==> config.mk <==
export PLATFORM = sky130hd
export DESIGN_NAME = irsz_div
export DESIGN_NICKNAME = d
export VERILOG_FILES = /design/src/sv/image_resize_nearest_bilinear_defines.svh /design/src/sv/irsz_div.sv
export SDC_FILE = /design/constraint.sdc
export NUM_CORES = 1
export LEC_CHECK = 0
export BUFFER_PORTS_ARGS = -buffer_cell sky130_fd_sc_hd__buf_2
export CAP_MARGIN = 40
export CORE_MARGIN = 1
export CORE_UTILIZATION = 25
export CTS_BUF_LIST = sky130_fd_sc_hd__clkbuf_4 sky130_fd_sc_hd__clkbuf_8
export CTS_CLUSTER_DIAMETER = 80
export DETAILED_ROUTE_END_ITERATION = 10
export PLACE_DENSITY = 0.44
export SETUP_SLACK_MARGIN = 0.02
export SYNTH_ARGS = -nofsm -noshare
export SYNTH_HDL_FRONTEND = slang
export SYNTH_SLANG_ARGS = --single-unit
==> constraint.sdc <==
create_clock -name clk_i -period 5.6 [get_ports clk_i]
set_input_delay 0.56 -clock clk_i [delete_from_list [all_inputs] [get_ports clk_i]]
set_output_delay 0.56 -clock clk_i [all_outputs]
set_load 0.1 [all_outputs]
==> src/sv/image_resize_nearest_bilinear_defines.svh <==
// Assertion macros shared by the image resizer RTL.
`ifndef IMAGE_RESIZE_NEAREST_BILINEAR_DEFINES_SVH
`define IMAGE_RESIZE_NEAREST_BILINEAR_DEFINES_SVH

`ifndef SYNTHESIS
`define IRSZ_ASSERT(lbl, prop, msg) \
  lbl: assert property (@(posedge clk_i) disable iff (!rst_ni) prop) else $error(msg);
`define IRSZ_ASSERT_NEXT(lbl, ante, cons, msg) \
  lbl: assert property (@(posedge clk_i) disable iff (!rst_ni) (ante) |=> (cons)) \
    else $error(msg);
`else
`define IRSZ_ASSERT(lbl, prop, msg)
`define IRSZ_ASSERT_NEXT(lbl, ante, cons, msg)
`endif

`endif

==> src/sv/irsz_div.sv <==
// Restoring divider, one quotient bit per cycle.
`default_nettype none

module irsz_div #(
  parameter int NUM_W = 38,
  parameter int DEN_W = 12,
  parameter int QUO_W = 27
) (
  input  wire logic             clk_i,
  input  wire logic             rst_ni,
  input  wire logic             start_i,
  input  wire logic [NUM_W-1:0] num_i,
  input  wire logic [DEN_W-1:0] den_i,
  output logic                  busy_o,
  output logic      [QUO_W-1:0] quo_o
);

  localparam int CNT_W = $clog2(QUO_W + 1);

  logic [CNT_W-1:0] cnt_q, cnt_d;
  logic [DEN_W-1:0] rem_q, rem_d;
  logic [DEN_W-1:0] den_q, den_d;
  // numerator bits shift out at the top while quotient bits shift in below
  logic [QUO_W-1:0] sh_q, sh_d;
  logic [DEN_W:0]   trial;
  logic [DEN_W:0]   diff;
  logic             fits;

  always_comb begin
    trial = {rem_q, sh_q[QUO_W-1]};
    diff  = trial - {1'b0, den_q};
    fits  = trial >= {1'b0, den_q};
    cnt_d = cnt_q;
    rem_d = rem_q;
    den_d = den_q;
    sh_d  = sh_q;
    if (start_i) begin
      cnt_d = CNT_W'(QUO_W);
      rem_d = DEN_W'(num_i[NUM_W-1:QUO_W]);
      den_d = den_i;
      sh_d  = num_i[QUO_W-1:0];
    end else if (cnt_q != '0) begin
      cnt_d = cnt_q - 1'b1;
      rem_d = fits ? diff[DEN_W-1:0] : trial[DEN_W-1:0];
      sh_d  = {sh_q[QUO_W-2:0], fits};
    end
  end

  always_ff @(posedge clk_i or negedge rst_ni) begin
    if (!rst_ni) begin
      cnt_q <= '0;
    end else begin
      cnt_q <= cnt_d;
    end
  end

  always_ff @(posedge clk_i) begin
    rem_q <= rem_d;
    den_q <= den_d;
    sh_q  <= sh_d;
  end

  assign busy_o = (cnt_q != '0);
  assign quo_o  = sh_q;

endmodule

`default_nettype wire

==> results.json <==
{
  "status": "finished, final reports clean",
  "num-fill-cells": 1256,
  "worstReg2RegEnd": "quo_o[0]$_DFFE_PP_",
  "cts_root_buffer": "clkbuf_8",
  "criticalPathCategory": "reg2reg",
  "dieArea_um2": 13100,
  "dpl_cell_area_um2": 3740,
  "worstSetupEndpoint": "quo_o[0]$_DFFE_PP_",
  "cts_buffers": 5,
  "overflow": 0,
  "antenna_found_initial": 0,
  "cts_buffer_depth": 2,
  "fin_area_um2": 3830,
  "hold_path_class": "in2async",
  "p_int_w": 0.000931,
  "cts-hold-fix-buffers": 0,
  "seqPwrFrac_pct": 35.9,
  "fin_util_pct": 31.5,
  "cts_sinks": 56,
  "drtPass1Iterations": 4,
  "cts_tree": "done",
  "p_leak_nw": 1.55,
  "gp_congestion": 0.749,
  "syn_area_um2": 3170,
  "areaGrowthSynthToFinish_pct": 20.8,
  "pwr-share-clk_pct": 14.1,
  "drt_iter0_drc": 96,
  "clk_latency_ns": 0.32,
  "initial_core_util_pct": 26.1,
  "r2r-start": "quo_o[26]$_DFFE_PP_",
  "combPwrFrac_pct": 50.1,
  "slew_headroom_pct": 50.0,
  "final_max_slew_viol_count": 0,
  "cp-end-kind": "register",
  "post-cts-setup-buffers": 0,
  "routed-via-count": 2262,
  "synthArstFlopShare_pct": 8.93,
  "ctsResizeCount": 0,
  "drive_above_1_share_pct": 41.5,
  "grt_usage_pct": 12.2,
  "ys_seq_area_share_pct": 52.0,
  "fp.dieH_um": 115,
  "min_period_ns": 2.59,
  "rsz0062_at_grt": "false",
  "drv_cap": 0,
  "wl_mm": 7.51,
  "worstPathArrival_ns": 2.67,
  "worst_slew_pin_slew_ns": 0.748,
  "p_per_area_nw_per_um2": 442,
  "wl_per_cell_um": 14.9,
  "grt_pass1_vias": 2292,
  "core_um2": 12200,
  "synth_ff_type": "edfxtp_1",
  "fin_crit_sh_pct": 46.2,
  "clock-skew-final_ns": 0.0140,
  "grt_max_degree": 54,
  "layout_setup_ws_ns": 3.01,
  "ios": 81,
  "fmax_mhz": 386,
  "start_kind": "register",
  "dp_slack_ns": 2.91,
  "vias_per_cell": 4.50,
  "swShare_pct": 45.0,
  "cts-htree-levels": 2,
  "syn_inst": 255,
  "rows": 40,
  "vdd_drop_max_mv": 0.143,
  "synth_warnings": 0,
  "grt_pass1_wl_mm": 12.2,
  "ys_seq_elements": 56,
  "antenna_cells": 0,
  "ys_types": 57,
  "rrSetupSlack_ns": 3.01,
  "switching_power_w": 0.000761,
  "dpl.hpwl_mm": 5.52,
  "crit_required_ns": 5.68,
  "crit_start": "quo_o[26]$_DFFE_PP_",
  "clkTransAtPathRegs_ns": 0.11,
  "whs_ns": 0.0370,
  "synth_edf_count": 50,
  "crit_fanout": 12,
  "die_w_um": 115,
  "fin_tns_setup_ns": 0,
  "final_antenna_net_count": 0,
  "syn_nets": 323,
  "setup_viol": 0,
  "num-nets-final": 402,
  "reg2reg_depth": 8,
  "avgSynthCellArea_um2": 12.4,
  "drc_errors": 0,
  "hold_viol_final": 0,
  "numPortBuffers": 80
}
[layer usage]
layer,GRT usage [%],up-vias,share of wire [%]
met5,0,-,0
met4,2.94,0,0.73
met3,3.76,5,7.8
met2,18.8,76,45
met1,16.5,1063,47
li1,-,1118,-
[worst max-delay path, stage by stage (launching register included)]
cell	delay (ns)
edfxtp_1	0.39
inv_1	0.05
ha_1	0.31
nand2b_1	0.15
a21oi_1	0.31
nor3_4	0.09
o31ai_4	0.59
nand2_1	0.17
mux2_2	0.29
[synth_stat cells, types with 3 or more instances]
cell	n	area, µm²
edfxtp_1	50	1500
clkbuf_1	4	15.0
nor2b_1	5	31.3
nand2_1	12	45.0
mux2_2	27	304
xnor2_1	6	52.6
ha_1	14	175
o21ai_1	6	30.0
o21ai_0	6	30.0
xor2_1	3	26.3
inv_1	20	75.1
a31oi_1	5	31.3
o211ai_1	3	22.5
and3_1	3	18.8
nand3_1	8	40.0
a21oi_1	9	45.0
nor2_1	14	52.6
dfrtp_1	5	125
[sequential cells by signal, indices dropped and copies added, names as in the netlist]
signal,flops
rem_q,12
quo_o,27
cnt_q,5
den_q,12
[per-stage QoR]
stage          cells  total power [W]
6_report         503          0.00169
4_1_cts          503          0.00171
3_5_place_dp     495          0.00147
5_1_grt          503          0.00181
2_1_floorplan    255          0.00130
3_3_place_gp     495          0.00147
[layout make-up]
class,instances,area (µm²),share of cell area [%]
Clock buffer,5,68.8,1.80
Sequential cell,56,1650,43.0
Multi-Input combinational cell,168,1380,36.1
Tap cell,168,210,5.49
Inverter,20,75.1,1.96
Timing Repair Buffer,83,423,11.0
Clock inverter,3,22.5,0.588
[how the worst min path moves through the flow]
stage | endpoint | slack, ns | depth (start not counted) | startpoint
after CTS | cnt_q[0]$_DFFE_PN0P_ | 0.03 | 1 | rst_ni
after global routing | cnt_q[0]$_DFFE_PN0P_ | 0.02 | 1 | rst_ni
final | cnt_q[0]$_DFFE_PN0P_ | 0.04 | 1 | rst_ni
after detailed placement | cnt_q[3]$_DFFE_PN0P_ | 0.38 | 1 | rst_ni
after global placement | cnt_q[3]$_DFFE_PN0P_ | 0.39 | 1 | rst_ni
after floorplan | cnt_q[0]$_DFFE_PN0P_ | 0.26 | 0 | rst_ni
[kinds of logic after synthesis]
family | synth area share, %
simple gates | 11.8
flops | 52.0
compound gates | 13.6
buf+inv | 4.46
mux | 9.59
fa+ha+maj | 6.16
xor+xnor | 2.49
[power by group through the flow]
stage                     Clock [W]  Sequential (W)  Combinational (W)
after floorplan                   0        0.000780           0.000518
after global placement            0        0.000620           0.000853
after detailed placement          0        0.000616           0.000851
after CTS                  0.000251        0.000609           0.000854
after global routing       0.000264        0.000617           0.000926
final                      0.000238        0.000607           0.000847
[cells in the final DEF, fill, tap and decap left out, types with 2 or more instances in the layout]
cell type   n
nand2_1    12
or3_1       2
xor2_1      3
a2bb2oi_1   2
nand2b_1    2
nor2_1     14
o21a_1      2
buf_4       3
nand3_2     2
nand4_1     2
ha_1       14
o211ai_2    2
a21oi_1     9
o21ai_1     6
dfrtp_1     5
o21ai_0     6
inv_1      20
a41oi_2     2
mux2_2     27
a31oi_1     5
and2_1      2
and3_1      3
nor3_1      2
a21oi_2     2
nand3_1     8
buf_2      80
o311ai_2    2
xnor2_1     6
edfxtp_1   50
o21ai_2     2
o211ai_1    3
nor2b_1     5
clkbuf_8    5
a211oi_1    2
(Power assumes the default switching activity.)
